### src/rtl/bedc_pkg.sv
`default_nettype none

package bedc_pkg;

    // Fixed field widths
    localparam int K_W    = 6;   // target distance width
    localparam int VAL_W  = 7;   // cell value width, holds k+1 up to 64
    localparam int CHAR_W = 8;   // character field width on the stream

    localparam logic [K_W-1:0] K_RESET  = 6'd7;
    localparam logic [K_W-1:0] DIST_MAX = 6'd63;

    // Operation codes carried in s_tuser
    localparam logic OP_FIRST  = 1'b0;
    localparam logic OP_SECOND = 1'b1;

    // Controller to datapath commands
    typedef struct packed {
        logic load;         // store the accepted request
        logic set_cap;      // early false: result is k+1
        logic init_wr;      // write row zero cell at col index
        logic read_a;       // fetch first word character for this row
        logic step;         // issue one cell of the current row
        logic load_result;  // move result to output register, clear pair
    } dp_cmd_t;

    // Datapath to controller status
    typedef struct packed {
        logic early;        // overflow or length difference above k
        logic out_busy;     // output register holds an untaken result
    } dp_status_t;

endpackage

`default_nettype wire

### src/rtl/banded_edit_distance_check_unit.sv
`default_nettype none

// Banded edit distance checker. Load the first word with s_tuser = 0, one
// character per request, and close it with s_tlast; load the second word with
// s_tuser = 1. The request that carries s_tlast on the second word starts the
// compute and yields exactly one result: whether the Levenshtein distance is
// exactly target_distance (k), the distance saturated at k+1 (read as 63 when
// k+1 is 64), and an overflow flag for a word that tried to grow past MAX_LEN
// characters (excess characters are dropped, the match is then false). Only
// the band |i - j| <= k is evaluated; cells outside it count as k+1, and a
// length difference above k gives an early false. A compute first checks for
// an early false, which goes straight to the result; otherwise it writes row
// zero of the row store, then for each character of the first word starts a
// row and steps along it; after the last row it drains the last cell. The
// walk runs on the single row store, which reads one cell and writes one cell
// per cycle while a row is stepped. Input is held off during a compute; the
// finished result waits in an output register, and new words load while it
// is not yet taken. Write cfg_wdata only while the block idles.
module banded_edit_distance_check_unit
    import bedc_pkg::*;
#(
    parameter int MAX_LEN   = 32,
    parameter int CHAR_BITS = 8
) (
    input  wire logic       aclk,
    input  wire logic       aresetn,
    // configuration: target_distance
    input  wire logic       cfg_we,
    input  wire logic [5:0] cfg_wdata,
    // input requests
    input  wire logic       s_tvalid,
    output logic            s_tready,
    input  wire logic [7:0] s_tdata,   // [7:0] character
    input  wire logic [0:0] s_tuser,   // [0] operation
    input  wire logic       s_tlast,   // last character of this word
    // results
    output logic            m_tvalid,
    input  wire logic       m_tready,
    output logic [7:0]      m_tdata    // [0] is_exactly_k, [6:1] distance, [7] overflow
);

    localparam int LEN_W = $clog2(MAX_LEN + 1);

    dp_cmd_t          cmd;
    dp_status_t       status;
    logic [LEN_W-1:0] m_len, n_len;
    logic [LEN_W-1:0] row_idx, col_idx;

    // Sequence loading, row walk and result hand-off
    bedc_ctrl #(.MAX_LEN(MAX_LEN)) u_ctrl (
        .aclk     (aclk),
        .aresetn  (aresetn),
        .s_tvalid (s_tvalid),
        .in_op    (s_tuser[0]),
        .in_last  (s_tlast),
        .s_tready (s_tready),
        .status   (status),
        .m_len    (m_len),
        .n_len    (n_len),
        .cmd      (cmd),
        .row_idx  (row_idx),
        .col_idx  (col_idx)
    );

    // Hold the words, the row store, the cell update and the output register
    bedc_datapath #(.MAX_LEN(MAX_LEN), .CHAR_BITS(CHAR_BITS)) u_datapath (
        .aclk      (aclk),
        .aresetn   (aresetn),
        .cfg_we    (cfg_we),
        .cfg_wdata (cfg_wdata),
        .in_op     (s_tuser[0]),
        .in_char   (s_tdata),
        .in_last   (s_tlast),
        .cmd       (cmd),
        .row_idx   (row_idx),
        .col_idx   (col_idx),
        .status    (status),
        .m_len     (m_len),
        .n_len     (n_len),
        .m_tready  (m_tready),
        .m_tvalid  (m_tvalid),
        .m_tdata   (m_tdata)
    );

endmodule

`default_nettype wire

### src/rtl/bedc_ram.sv
`default_nettype none

module bedc_ram #(
    parameter int WIDTH = 8,
    parameter int DEPTH = 32
) (
    input  wire logic                       aclk,
    input  wire logic                       we,
    input  wire logic [$clog2(DEPTH)-1:0]   waddr,
    input  wire logic [WIDTH-1:0]           wdata,
    input  wire logic                       re,
    input  wire logic [$clog2(DEPTH)-1:0]   raddr,
    output logic      [WIDTH-1:0]           rdata
);

    logic [WIDTH-1:0] mem_reg [DEPTH];
    logic [WIDTH-1:0] rdata_reg;

    always_ff @(posedge aclk) begin
        if (we) begin
            mem_reg[waddr] <= wdata;
        end
        if (re) begin
            rdata_reg <= mem_reg[raddr];
        end
    end

    assign rdata = rdata_reg;

endmodule

`default_nettype wire

### src/rtl/bedc_datapath.sv
`default_nettype none

module bedc_datapath
    import bedc_pkg::*;
#(
    parameter int MAX_LEN   = 32,
    parameter int CHAR_BITS = 8
) (
    input  wire logic                              aclk,
    input  wire logic                              aresetn,
    input  wire logic                              cfg_we,
    input  wire logic [K_W-1:0]                    cfg_wdata,
    input  wire logic                              in_op,
    input  wire logic [CHAR_W-1:0]                 in_char,
    input  wire logic                              in_last,
    input  wire dp_cmd_t                           cmd,
    input  wire logic [$clog2(MAX_LEN+1)-1:0]      row_idx,
    input  wire logic [$clog2(MAX_LEN+1)-1:0]      col_idx,
    output dp_status_t                             status,
    output logic [$clog2(MAX_LEN+1)-1:0]           m_len,
    output logic [$clog2(MAX_LEN+1)-1:0]           n_len,
    input  wire logic                              m_tready,
    output logic                                   m_tvalid,
    output logic [7:0]                             m_tdata
);

    localparam int LEN_W   = $clog2(MAX_LEN + 1);
    localparam int WADDR_W = $clog2(MAX_LEN);
    localparam int SB      = (CHAR_BITS < CHAR_W) ? CHAR_BITS : CHAR_W;
    localparam int CW      = (LEN_W > VAL_W) ? LEN_W : VAL_W;
    localparam logic [LEN_W-1:0] MAX_LEN_L = LEN_W'(MAX_LEN);

    logic [K_W-1:0]   k_reg;
    logic [VAL_W-1:0] cap;

    logic [LEN_W-1:0] first_len_reg, first_len_next;
    logic [LEN_W-1:0] second_len_reg, second_len_next;
    logic             ovf_reg, ovf_next;
    logic             first_closed_reg, first_closed_next;
    logic [LEN_W-1:0] len1_eff;

    logic             a_we, b_we;
    logic [SB-1:0]    char_st;
    logic [SB-1:0]    a_rdata, b_rdata;
    logic [LEN_W-1:0] a_raddr_full, b_raddr_full;
    logic [WADDR_W-1:0] b_raddr;

    logic [LEN_W-1:0] diff;

    logic             step_valid_reg;
    logic [LEN_W-1:0] i_d_reg, j_d_reg;
    logic [VAL_W-1:0] diag_reg, left_reg, last_value_reg;
    logic [VAL_W-1:0] up, diag_p, up_p, left_p, best;
    logic [VAL_W-1:0] i_cap, j_cap, cell_val;
    logic [LEN_W-1:0] off;
    logic             out_band;

    // Single row store, updated in place
    logic [VAL_W-1:0] row_rdata_w;
    logic             row_we;
    logic [LEN_W-1:0] row_waddr;
    logic [VAL_W-1:0] row_wdata;

    logic             m_valid_reg;
    logic [7:0]       m_data_reg;
    logic [K_W-1:0]   dist_sat;
    logic             is_k;

    assign cap = VAL_W'(k_reg) + VAL_W'(1);

    // Word loading and pair bookkeeping
    assign len1_eff = first_closed_reg ? '0 : first_len_reg;
    assign char_st  = in_char[SB-1:0];

    always_comb begin
        first_len_next    = first_len_reg;
        second_len_next   = second_len_reg;
        ovf_next          = ovf_reg;
        first_closed_next = first_closed_reg;
        a_we              = 1'b0;
        b_we              = 1'b0;
        if (cmd.load) begin
            if (in_op == OP_FIRST) begin
                if (first_closed_reg) begin
                    second_len_next = '0;
                    ovf_next        = 1'b0;
                end
                first_len_next = len1_eff;
                if (len1_eff < MAX_LEN_L) begin
                    a_we           = 1'b1;
                    first_len_next = len1_eff + LEN_W'(1);
                end else begin
                    ovf_next = 1'b1;
                end
                first_closed_next = in_last;
            end else begin
                if (second_len_reg < MAX_LEN_L) begin
                    b_we            = 1'b1;
                    second_len_next = second_len_reg + LEN_W'(1);
                end else begin
                    ovf_next = 1'b1;
                end
            end
        end else if (cmd.load_result) begin
            first_len_next    = '0;
            second_len_next   = '0;
            ovf_next          = 1'b0;
            first_closed_next = 1'b0;
        end
    end

    always_ff @(posedge aclk) begin
        if (!aresetn) begin
            k_reg            <= K_RESET;
            first_len_reg    <= '0;
            second_len_reg   <= '0;
            ovf_reg          <= 1'b0;
            first_closed_reg <= 1'b0;
        end else begin
            if (cfg_we) begin
                k_reg <= cfg_wdata;
            end
            first_len_reg    <= first_len_next;
            second_len_reg   <= second_len_next;
            ovf_reg          <= ovf_next;
            first_closed_reg <= first_closed_next;
        end
    end

    assign m_len = first_len_reg;
    assign n_len = second_len_reg;

    assign diff = (first_len_reg > second_len_reg) ? (first_len_reg - second_len_reg)
                                                   : (second_len_reg - first_len_reg);
    assign status.early    = ovf_reg || (CW'(diff) > CW'(k_reg));
    assign status.out_busy = m_valid_reg && !m_tready;

    // Word stores
    assign a_raddr_full = row_idx - LEN_W'(1);
    assign b_raddr_full = col_idx - LEN_W'(1);
    assign b_raddr      = (col_idx == '0) ? '0 : b_raddr_full[WADDR_W-1:0];

    bedc_ram #(.WIDTH(SB), .DEPTH(MAX_LEN)) u_first_word (
        .aclk  (aclk),
        .we    (a_we),
        .waddr (len1_eff[WADDR_W-1:0]),
        .wdata (char_st),
        .re    (cmd.read_a),
        .raddr (a_raddr_full[WADDR_W-1:0]),
        .rdata (a_rdata)
    );

    bedc_ram #(.WIDTH(SB), .DEPTH(MAX_LEN)) u_second_word (
        .aclk  (aclk),
        .we    (b_we),
        .waddr (second_len_reg[WADDR_W-1:0]),
        .wdata (char_st),
        .re    (cmd.step),
        .raddr (b_raddr),
        .rdata (b_rdata)
    );

    // Cell update, one cell per cycle while a row is stepped, in the cycle after the issued read
    assign up     = row_rdata_w;
    assign diag_p = diag_reg + VAL_W'(a_rdata != b_rdata);
    assign up_p   = up + VAL_W'(1);
    assign left_p = left_reg + VAL_W'(1);

    always_comb begin
        best = diag_p;
        if (up_p < best) begin
            best = up_p;
        end
        if (left_p < best) begin
            best = left_p;
        end
        if (cap < best) begin
            best = cap;
        end
    end

    assign off      = (i_d_reg > j_d_reg) ? (i_d_reg - j_d_reg) : (j_d_reg - i_d_reg);
    assign out_band = CW'(off) > CW'(k_reg);
    assign i_cap    = (CW'(i_d_reg) < CW'(cap)) ? VAL_W'(i_d_reg) : cap;
    assign j_cap    = (CW'(col_idx) < CW'(cap)) ? VAL_W'(col_idx) : cap;

    always_comb begin
        if (j_d_reg == '0) begin
            cell_val = i_cap;
        end else if (out_band) begin
            cell_val = cap;
        end else begin
            cell_val = best;
        end
    end

    assign row_we    = cmd.init_wr || step_valid_reg;
    assign row_waddr = step_valid_reg ? j_d_reg : col_idx;
    assign row_wdata = step_valid_reg ? cell_val : j_cap;

    bedc_ram #(.WIDTH(VAL_W), .DEPTH(MAX_LEN + 1)) u_row (
        .aclk  (aclk),
        .we    (row_we),
        .waddr (row_waddr),
        .wdata (row_wdata),
        .re    (cmd.step),
        .raddr (col_idx),
        .rdata (row_rdata_w)
    );

    always_ff @(posedge aclk) begin
        if (!aresetn) begin
            step_valid_reg <= 1'b0;
        end else begin
            step_valid_reg <= cmd.step;
        end
        if (cmd.step) begin
            i_d_reg <= row_idx;
            j_d_reg <= col_idx;
        end
        if (step_valid_reg) begin
            diag_reg <= up;
            left_reg <= cell_val;
        end
        if (cmd.set_cap) begin
            last_value_reg <= cap;
        end else if (step_valid_reg) begin
            last_value_reg <= cell_val;
        end else if (cmd.init_wr) begin
            last_value_reg <= j_cap;
        end
    end

    // Output register
    assign dist_sat = (last_value_reg > VAL_W'(DIST_MAX)) ? DIST_MAX : last_value_reg[K_W-1:0];
    assign is_k     = !ovf_reg && (last_value_reg == VAL_W'(k_reg));

    always_ff @(posedge aclk) begin
        if (!aresetn) begin
            m_valid_reg <= 1'b0;
        end else if (cmd.load_result) begin
            m_valid_reg <= 1'b1;
        end else if (m_tready) begin
            m_valid_reg <= 1'b0;
        end
        if (cmd.load_result) begin
            m_data_reg <= {ovf_reg, dist_sat, is_k};
        end
    end

    assign m_tvalid = m_valid_reg;
    assign m_tdata  = m_data_reg;

    a_cell_capped: assert property (@(posedge aclk) disable iff (!aresetn)
        step_valid_reg |-> (cell_val <= cap))
        else $error("cell value above k+1");

    a_pair_cleared: assert property (@(posedge aclk) disable iff (!aresetn)
        cmd.load_result |=> (first_len_reg == '0 && second_len_reg == '0 && !ovf_reg))
        else $error("pair not cleared after result");

endmodule

`default_nettype wire

### src/rtl/bedc_ctrl.sv
`default_nettype none

module bedc_ctrl
    import bedc_pkg::*;
#(
    parameter int MAX_LEN = 32
) (
    input  wire logic                          aclk,
    input  wire logic                          aresetn,
    input  wire logic                          s_tvalid,
    input  wire logic                          in_op,
    input  wire logic                          in_last,
    output logic                               s_tready,
    input  wire dp_status_t                    status,
    input  wire logic [$clog2(MAX_LEN+1)-1:0]  m_len,
    input  wire logic [$clog2(MAX_LEN+1)-1:0]  n_len,
    output dp_cmd_t                            cmd,
    output logic [$clog2(MAX_LEN+1)-1:0]       row_idx,
    output logic [$clog2(MAX_LEN+1)-1:0]       col_idx
);

    localparam int LEN_W = $clog2(MAX_LEN + 1);

    typedef enum logic [2:0] {
        S_IDLE,
        S_CHECK,
        S_INIT,
        S_ROW_START,
        S_ROW_STEP,
        S_DRAIN,
        S_RESULT
    } state_t;

    state_t           state_reg, state_next;
    logic [LEN_W-1:0] row_reg, row_next;
    logic [LEN_W-1:0] col_reg, col_next;

    always_comb begin
        state_next = state_reg;
        row_next   = row_reg;
        col_next   = col_reg;
        cmd        = '0;
        s_tready   = 1'b0;
        unique case (state_reg)
            S_IDLE: begin
                s_tready = 1'b1;
                if (s_tvalid) begin
                    cmd.load = 1'b1;
                    if (in_op == OP_SECOND && in_last) begin
                        state_next = S_CHECK;
                    end
                end
            end
            S_CHECK: begin
                if (status.early) begin
                    cmd.set_cap = 1'b1;
                    state_next  = S_RESULT;
                end else begin
                    col_next   = '0;
                    state_next = S_INIT;
                end
            end
            S_INIT: begin
                cmd.init_wr = 1'b1;
                if (col_reg == n_len) begin
                    if (m_len == '0) begin
                        state_next = S_RESULT;
                    end else begin
                        row_next   = LEN_W'(1);
                        state_next = S_ROW_START;
                    end
                end else begin
                    col_next = col_reg + LEN_W'(1);
                end
            end
            S_ROW_START: begin
                cmd.read_a = 1'b1;
                col_next   = '0;
                state_next = S_ROW_STEP;
            end
            S_ROW_STEP: begin
                cmd.step = 1'b1;
                if (col_reg == n_len) begin
                    if (row_reg == m_len) begin
                        state_next = S_DRAIN;
                    end else begin
                        row_next   = row_reg + LEN_W'(1);
                        state_next = S_ROW_START;
                    end
                end else begin
                    col_next = col_reg + LEN_W'(1);
                end
            end
            S_DRAIN: begin
                state_next = S_RESULT;
            end
            S_RESULT: begin
                if (!status.out_busy) begin
                    cmd.load_result = 1'b1;
                    state_next      = S_IDLE;
                end
            end
            default: begin
                state_next = S_IDLE;
            end
        endcase
    end

    always_ff @(posedge aclk) begin
        if (!aresetn) begin
            state_reg <= S_IDLE;
            row_reg   <= '0;
            col_reg   <= '0;
        end else begin
            state_reg <= state_next;
            row_reg   <= row_next;
            col_reg   <= col_next;
        end
    end

    assign row_idx = row_reg;
    assign col_idx = col_reg;

    a_no_overwrite: assert property (@(posedge aclk) disable iff (!aresetn)
        cmd.load_result |-> !status.out_busy)
        else $error("result loaded over an untaken result");

    a_col_in_row: assert property (@(posedge aclk) disable iff (!aresetn)
        (state_reg == S_ROW_STEP || state_reg == S_INIT) |-> (col_reg <= n_len))
        else $error("column beyond second word length");

    a_row_in_range: assert property (@(posedge aclk) disable iff (!aresetn)
        (state_reg == S_ROW_START || state_reg == S_ROW_STEP)
            |-> (row_reg != '0 && row_reg <= m_len))
        else $error("row beyond first word length");

endmodule

`default_nettype wire
### config.mk
export PLATFORM = sky130hd
export DESIGN_NAME = banded_edit_distance_check_unit
export DESIGN_NICKNAME = d
export VERILOG_FILES = /design/src/rtl/bedc_pkg.sv /design/src/rtl/banded_edit_distance_check_unit.sv /design/src/rtl/bedc_ram.sv /design/src/rtl/bedc_datapath.sv /design/src/rtl/bedc_ctrl.sv
export SDC_FILE = /design/constraint.sdc
export NUM_CORES = 1
export LEC_CHECK = 0
export ABC_AREA = 1
export BUFFER_PORTS_ARGS = -buffer_cell sky130_fd_sc_hd__buf_2
export CAP_MARGIN = 20
export CORE_ASPECT_RATIO = 0.5
export CORE_MARGIN = 2
export CORE_UTILIZATION = 28
export CTS_CLUSTER_SIZE = 40
export DETAILED_ROUTE_END_ITERATION = 7
export GPL_ROUTABILITY_DRIVEN = 0
export HOLD_SLACK_MARGIN = 0.1
export PLACE_DENSITY = 0.49
export SYNTH_ARGS = -nofsm -noshare
export SYNTH_HDL_FRONTEND = slang
export SYNTH_HIERARCHICAL = 1
export SYNTH_SLANG_ARGS = --single-unit
### constraint.sdc
create_clock -name aclk -period 6.5 [get_ports aclk]
set_clock_uncertainty 0.05 [all_clocks]
set_input_delay 0.325 -clock aclk [delete_from_list [all_inputs] [get_ports aclk]]
set_output_delay 0.325 -clock aclk [all_outputs]
set_load 0.1 [all_outputs]
Word-level counts from Yosys, hierarchy flattened

Memory sizes are Yosys's and may differ from the RTL's. A register that Yosys moved wholly into a read port is not among the register bits.
Cells that the tools add are included.

Register bits: 78
RAM bits: 743
Input bits: 21
Output and inout port bits: 10
Logic and storage cells: 166
Memories: 3

Memory list:

| memory                           | words | width | rd ports | clocked after memory_dff | wr ports | line           | source |
|---|---|---|---|---|---|---|---|
| u_datapath.u_first_word.mem_reg  | 32    | 8     | 1        | 1                        | 1        | bedc_ram.sv:16 | `logic [WIDTH-1:0] mem_reg [DEPTH];` |
| u_datapath.u_second_word.mem_reg | 32    | 8     | 1        | 1                        | 1        | bedc_ram.sv:16 |  |
| u_datapath.u_row.mem_reg         | 33    | 7     | 1        | 1                        | 1        | bedc_ram.sv:16 |  |

$add $sub $neg: 14
Magnitude comparators: 12
Equality and inequality tests: 24
Muxes and demuxes: 73
Reductions and logical operators: 23

Operators with widths:

| kind                                              | count |
|---|---|
| two-way mux 6 bit                                 | 18 |
| two-way mux 7 bit                                 | 11 |
| two-way mux 1 bit                                 | 32 |
| adder 6 x 1 -> 6 bit (second input constant)      | 4 |
| greater-than comparator 6 bit                     | 4 |
| two-way mux 3 bit                                 | 8 |
| subtractor 6 bit                                  | 4 |
| < comparator 7 bit                                | 3 |
| case mux 3 bit (7 select lines)                   | 1 |
| zero test 6 bit                                   | 3 |
| case mux 6 bit (3 select lines)                   | 1 |
| adder 7 x 1 -> 7 bit (second input constant)      | 2 |
| < comparator 6 x 7 -> 1 bit                       | 2 |
| inequality test 2 bit (second input constant)     | 7 |
| == test 6 bit                                     | 2 |
| < comparator 6 bit (second input constant)        | 2 |
| case mux 6 bit (2 select lines)                   | 1 |
| AND reduction 5 bit                               | 2 |
| subtractor 5 x 1 -> 5 bit (second input constant) | 2 |
| == test 3 bit (second input constant)             | 3 |
| AND reduction 3 bit                               | 3 |
| inequality test 8 bit                             | 1 |
| adder 6 x 1 -> 7 bit (second input constant)      | 1 |
| adder 7 x 1 -> 7 bit                              | 1 |
| other kinds (17)                                  | 28 |

Logic depth before layout (Yosys ltp)

Word-level depth: 12
Gate-level depth with buffers: 41
Depth with buffers taken out: 39

Modules after synthesis

The synthesis kept the hierarchy.

By module, submodules not included:

| module                                  | times used | cells each | area an instance (um2) | seq. area each (um2) |
|---|---|---|---|---|
| bedc_ram at u_datapath.u_first_word ... | 2          | 922        | 10,866.7               | 7,927.6 |
| bedc_ram at u_datapath.u_row            | 1          | 827        | 9,753.1                | 7,146.9 |
| bedc_datapath                           | 1          | 711        | 5,501.5                | 1,671.6 |
| bedc_ctrl                               | 1          | 220        | 1,275.0                | 300.3 |

Least setup slack after synthesis

Ideal clock, no wire load.

Path type: register -> register
From: register u_datapath.u_second_word.rdata_reg[6] (netlist: u_datapath/u_second_word/rdata[6]), read port of u_datapath.u_second_word.mem_reg
To: register u_datapath.last_value_reg[6], data pin
Library setup time: 0.153 ns
Arrival time: 5.667 ns
Required time: 6.297 ns
Path slack: 0.629 ns
Cell stages (with the launch flop): 34
Buffers on the path: 2
Period minus slack after synthesis: 5.871 ns
Path through: edfxtp_1 xnor2_1 nand2_1 or4_1 ha_1 ha_1 nand3_2 nor2_1 xnor2_1 ha_1 a21oi_1 nand2_4 clkbuf_1 o21ai_0 ha_1 nand2_1 inv_1 nand2_2 inv_1 a21oi_2 nand2_2 buf_4 nand3_1 o21ai_0 ha_1 a21oi_1 nor2_1 a211oi_1 nand2_4 nand3_1 nand3_1 nor2_2 nand2_1 o21ai_0

Cells in the longest elaborated chain, start to end: 12

RTL lines:

| item                    | line                 | source |
|---|---|---|
| from (decl)             | bedc_ram.sv:17       | `logic [WIDTH-1:0] rdata_reg;` |
| inequality test 8 bit * | bedc_datapath.sv:165 | `assign diag_p = diag_reg + VAL_W'(a_rdata != b_rdata);` |
| adder 7 x 1 -> 7 bit *  | bedc_datapath.sv:165 |  |
| < comparator 7 bit      | bedc_datapath.sv:171 | `if (up_p < best) begin` |
| two-way mux 7 bit *     | bedc_datapath.sv:171 |  |
| < comparator 7 bit      | bedc_datapath.sv:174 | `if (left_p < best) begin` |
| two-way mux 7 bit *     | bedc_datapath.sv:174 |  |
| < comparator 7 bit      | bedc_datapath.sv:177 | `if (cap < best) begin` |
| two-way mux 7 bit *     | bedc_datapath.sv:177 |  |
| two-way mux 7 bit *     | bedc_datapath.sv:190 | `end else if (out_band) begin` |
| two-way mux 7 bit *     | bedc_datapath.sv:188 | `if (j_d_reg == '0) begin` |
| two-way mux 7 bit *     | bedc_datapath.sv:227 | `end else if (step_valid_reg) begin` |
| two-way mux 7 bit *     | bedc_datapath.sv:225 | `if (cmd.set_cap) begin` |
| to (signal assigned)    | bedc_datapath.sv:226 | `last_value_reg <= cap;` |
| to (signal assigned)    | bedc_datapath.sv:228 | `last_value_reg <= cell_val;` |
| to (signal assigned)    | bedc_datapath.sv:230 | `last_value_reg <= j_cap;` |
| to (decl)               | bedc_datapath.sv:52  | `logic [VAL_W-1:0] diag_reg, left_reg, last_value_reg;` |

Every way passes the cells marked *; elsewhere a longest branch is shown, timed or not.
A chain may end at the register's enable or synchronous reset.

Worst setup path in the final report

From: register u_datapath.u_second_word.rdata_reg[6] (netlist: u_datapath/u_second_word/rdata[6]), read port of u_datapath.u_second_word.mem_reg
To: register u_datapath.last_value_reg[2], data pin

Cells in the longest elaborated chain, start to end: 12

RTL lines:

| item                             | line                 | source |
|---|---|---|
| inequality test 8 bit *          | bedc_datapath.sv:165 |  |
| adder 7 x 1 -> 7 bit *           | bedc_datapath.sv:165 |  |
| < comparator 7 bit               | bedc_datapath.sv:171 |  |
| two-way mux 7 bit *              | bedc_datapath.sv:171 |  |
| < comparator 7 bit               | bedc_datapath.sv:174 |  |
| two-way mux 7 bit *              | bedc_datapath.sv:174 |  |
| < comparator 7 bit               | bedc_datapath.sv:177 |  |
| two-way mux 7 bit *              | bedc_datapath.sv:177 |  |
| two-way mux 7 bit *              | bedc_datapath.sv:190 |  |
| two-way mux 7 bit *              | bedc_datapath.sv:188 |  |
| named net u_datapath.cell_val[2] | bedc_datapath.sv:54  | `logic [VAL_W-1:0] i_cap, j_cap, cell_val;` |
| two-way mux 7 bit *              | bedc_datapath.sv:227 |  |
| two-way mux 7 bit *              | bedc_datapath.sv:225 |  |

The timed path passes the listed nets; every way through them passes the cells marked *.

==> results.sh <==
export IMPL_portBuffers=30
export IMPL_hpwl_um=59300
export IMPL_p_total_mw=18.06
export IMPL_cts_buffers=84
export IMPL_arrival_ps=6430
export IMPL_status="finished, final reports clean"
export IMPL_p_sw_frac=0.3938
export IMPL_start_kind="flip-flop"
export IMPL_fin_util=0.3182
export IMPL_p_seq_frac=0.361
export IMPL_die_h_um=265.4
export IMPL_slew_violations=0
export IMPL_path_clk_slew_ps=60
export IMPL_grt_remaining_overflow=0
export IMPL_final_cells=5493
export IMPL_cp_end_kind="flip-flop"
export IMPL_htree_levels=3
export IMPL_synth_ff_type="edfxtp_1"
export IMPL_grtUsageTotal=0.1395
export IMPL_post_route_min_period_ps=6039
export IMPL_syn_to_final_growth_pct=12.21
export IMPL_clkSinkCount=844
export IMPL_grt_pass1_wl_um=151400
export IMPL_synth_nets=3698
export IMPL_fin_nets=3725
export IMPL_maxCapViolations=0
export IMPL_fillers=13670
export IMPL_drtIter0Drc=1989
export IMPL_antenna_found_initial=0
export IMPL_p_per_area_nw_per_um2=420.7
export IMPL_cp_slowest_stage_delay_ps=590
export IMPL_drive_above_1_share=0.07543
export IMPL_critPathRequiredTime_ps=6890
export IMPL_rsz0062_at_grt="no"
export IMPL_drtAntennaViolNets=0
export IMPL_synth_edf_count=807
export IMPL_pwr_share_comb=0.368
export IMPL_dieArea_um2=139800
export IMPL_period_share=0.9291
export IMPL_cts_tree="built"
export IMPL_clockPowerShare=0.271
export IMPL_yosysWarnings=6
export IMPL_fp_row_count=95
export IMPL_final_common_cell="nand2_1"
export IMPL_worstPathMaxFanout=17
export IMPL_final_cell_mix="1,223 x nand2_1, 807 x edfxtp_1, 657 x nand3_1"
export IMPL_num_antenna_cells=0
export IMPL_start_util=0.2836
export IMPL_worstMarginPinSlew_ps=942.6
export IMPL_postCtsSetupBuffers=0
export IMPL_max_freq_mhz=165.6
export IMPL_timing_critical_path_mode_cell="nand2_1"
export IMPL_routedWlPerCell_um=17.95
export IMPL_yosysUniqueCellTypes=50
export IMPL_cts_buffer_depth=3
export IMPL_drc=0
export IMPL_routed_via_density=4.684
export IMPL_dr_pass1_iters=5
export IMPL_p_int_mw=10.95
export IMPL_finalWirelength_um=98590
export IMPL_place_inst=5312
export IMPL_slowest_stage="or4_4"
export IMPL_async_flop_share=0
export IMPL_hold_viol=0
export IMPL_crit_type="flip-flop to flip-flop"
export IMPL_ys_ff_latch=844
export IMPL_switching_power_mw=7.113
export IMPL_die_width_um=526.8
export IMPL_grt_max_degree=95
export IMPL_io_pins=31
export IMPL_hold_class="input pin to flip-flop"
export IMPL_cts_root_buf="clkbuf_16"
export IMPL_coreArea_um2=134900
export IMPL_grt_pass1_vias=25010
export IMPL_syn_area_um2=38260
export IMPL_seq_area_frac_synth=0.6527
export IMPL_clk_latency_ps=690
export IMPL_slew_headroom=0.3693
export IMPL_syn_inst=3602
export IMPL_ir_drop_v=0.0003188
export IMPL_p_leak_nw=15.84
export IMPL_num_vias=25730
export IMPL_avgSynthCellArea_um2=10.62
export IMPL_setup_viol=0
-- cell usage after synthesis (4+ instances only) --
| cell | count | area, um2 |
|---|---|---|
| buf_2 | 53 | 265.3 |
| nand2_2 | 29 | 181.4 |
| nor3_1 | 5 | 25.02 |
| o22ai_1 | 4 | 25.02 |
| ha_1 | 71 | 888.4 |
| o21ai_1 | 4 | 20.02 |
| o21ai_0 | 50 | 250.2 |
| o211ai_1 | 7 | 52.55 |
| nand2_4 | 4 | 45.04 |
| edfxtp_1 | 807 | 24230 |
| nand2_1 | 1223 | 4591 |
| nor2_1 | 173 | 649.4 |
| nand3b_1 | 4 | 30.03 |
| fa_1 | 4 | 80.08 |
| xnor2_1 | 16 | 140.1 |
| a21oi_1 | 56 | 280.3 |
| or2_2 | 6 | 37.54 |
| nand3_2 | 10 | 100.1 |
| inv_2 | 8 | 30.03 |
| dfxtp_1 | 37 | 740.7 |
| nand4_1 | 21 | 131.4 |
| buf_1 | 7 | 26.28 |
| xor2_1 | 24 | 210.2 |
| inv_1 | 178 | 668.1 |
| a221oi_1 | 4 | 35.03 |
| nand3_1 | 657 | 3288 |
| buf_4 | 20 | 150.1 |
| clkbuf_1 | 22 | 82.58 |
| buf_6 | 58 | 653.1 |
-- cell type report --
type                    count  area (um2)  share of cell area
well taps                1794        2245             0.05228
flip-flops and latches    844       24980              0.5818
clock inverters            48       544.3             0.01268
repair buffers            102       825.8             0.01923
inverters                 190       720.7             0.01679
clock buffers             108        2202             0.05129
multi-input cells        2407       11420              0.2659
-- through the flow --
step           TNS [ps]  hold WS [ps]  worst slack, ps  cell area [um2]
2_1_floorplan         0         358.2            629.2            38260
3_3_place_gp          0         370.4            82.36            39900
3_5_place_dp     -12.51         372.6           -12.51            39900
4_1_cts               0         258.3            46.63            42890
5_1_grt               0         290.4            11.33            42930
6_report              0         268.3            460.7            42930
-- worst paths after layout --
kind,to,slack [ps],depth (start not counted),start
setup / recovery,u_datapath/last_value_reg[2],460,36,u_datapath/u_second_word/rdata[6]
hold / removal,u_datapath/u_first_word/mem_reg[9][3],270,2,s_tdata[3]
setup reg to reg,u_datapath/last_value_reg[2],460,36,u_datapath/u_second_word/rdata[6]
hold reg to reg,u_datapath/m_tdata[7],390,0,u_datapath/ovf_reg
-- metal layers --
| layer | track usage | up-vias | share of wire |
|---|---|---|---|
| li1 | - | 12430 | - |
| met1 | 0.1922 | 12620 | 0.46 |
| met2 | 0.2262 | 549 | 0.46 |
| met3 | 0.02330 | 132 | 0.049 |
| met4 | 0.03925 | 0 | 0.023 |
| met5 | 0 | - | 0 |
-- repair_timing --
item,CTS,global route
hold buffers,24,0
endpoints found under the hold margin,23,0
pin swaps,0,0
endpoints found under the setup margin,67,244
resized for setup,2,10
-- critical path, delay by kind of cell (launching register included) --
| family | cells | cell delay, ps |
|---|---|---|
| simple gates | 20 | 2170 |
| flops | 1 | 380 |
| compound gates | 6 | 1180 |
| xor+xnor | 2 | 410 |
| fa+ha+maj | 5 | 1340 |
| buf+inv | 3 | 260 |
-- cell families (layout without fill, tap and decap cells) --
kind of cell / Yosys count / in the layout / share of synthesized area
AND/OR/NAND/NOR: 2146 / 2146 / 0.2411
flip-flops: 844 / 844 / 0.6527
buffers and inverters: 351 / 448 / 0.04987
AO/OA/AOI/OAI: 143 / 143 / 0.02106
adder cells (fa/ha/maj): 75 / 75 / 0.02531
XOR/XNOR: 40 / 40 / 0.009156
multiplexers: 3 / 3 / 0.0007848
-- power by group through the flow --
stage	Clock (mW)	Combinational, mW	Sequential [mW]
detailed placement	0	6.70	6.63
floorplan	0	4.80	6.62
global placement	0	6.66	6.63
finish	4.89	6.65	6.51
global route	5.24	7.45	6.52
CTS	5.02	6.73	6.51
Note: power is estimated with default switching activity, not from simulation.
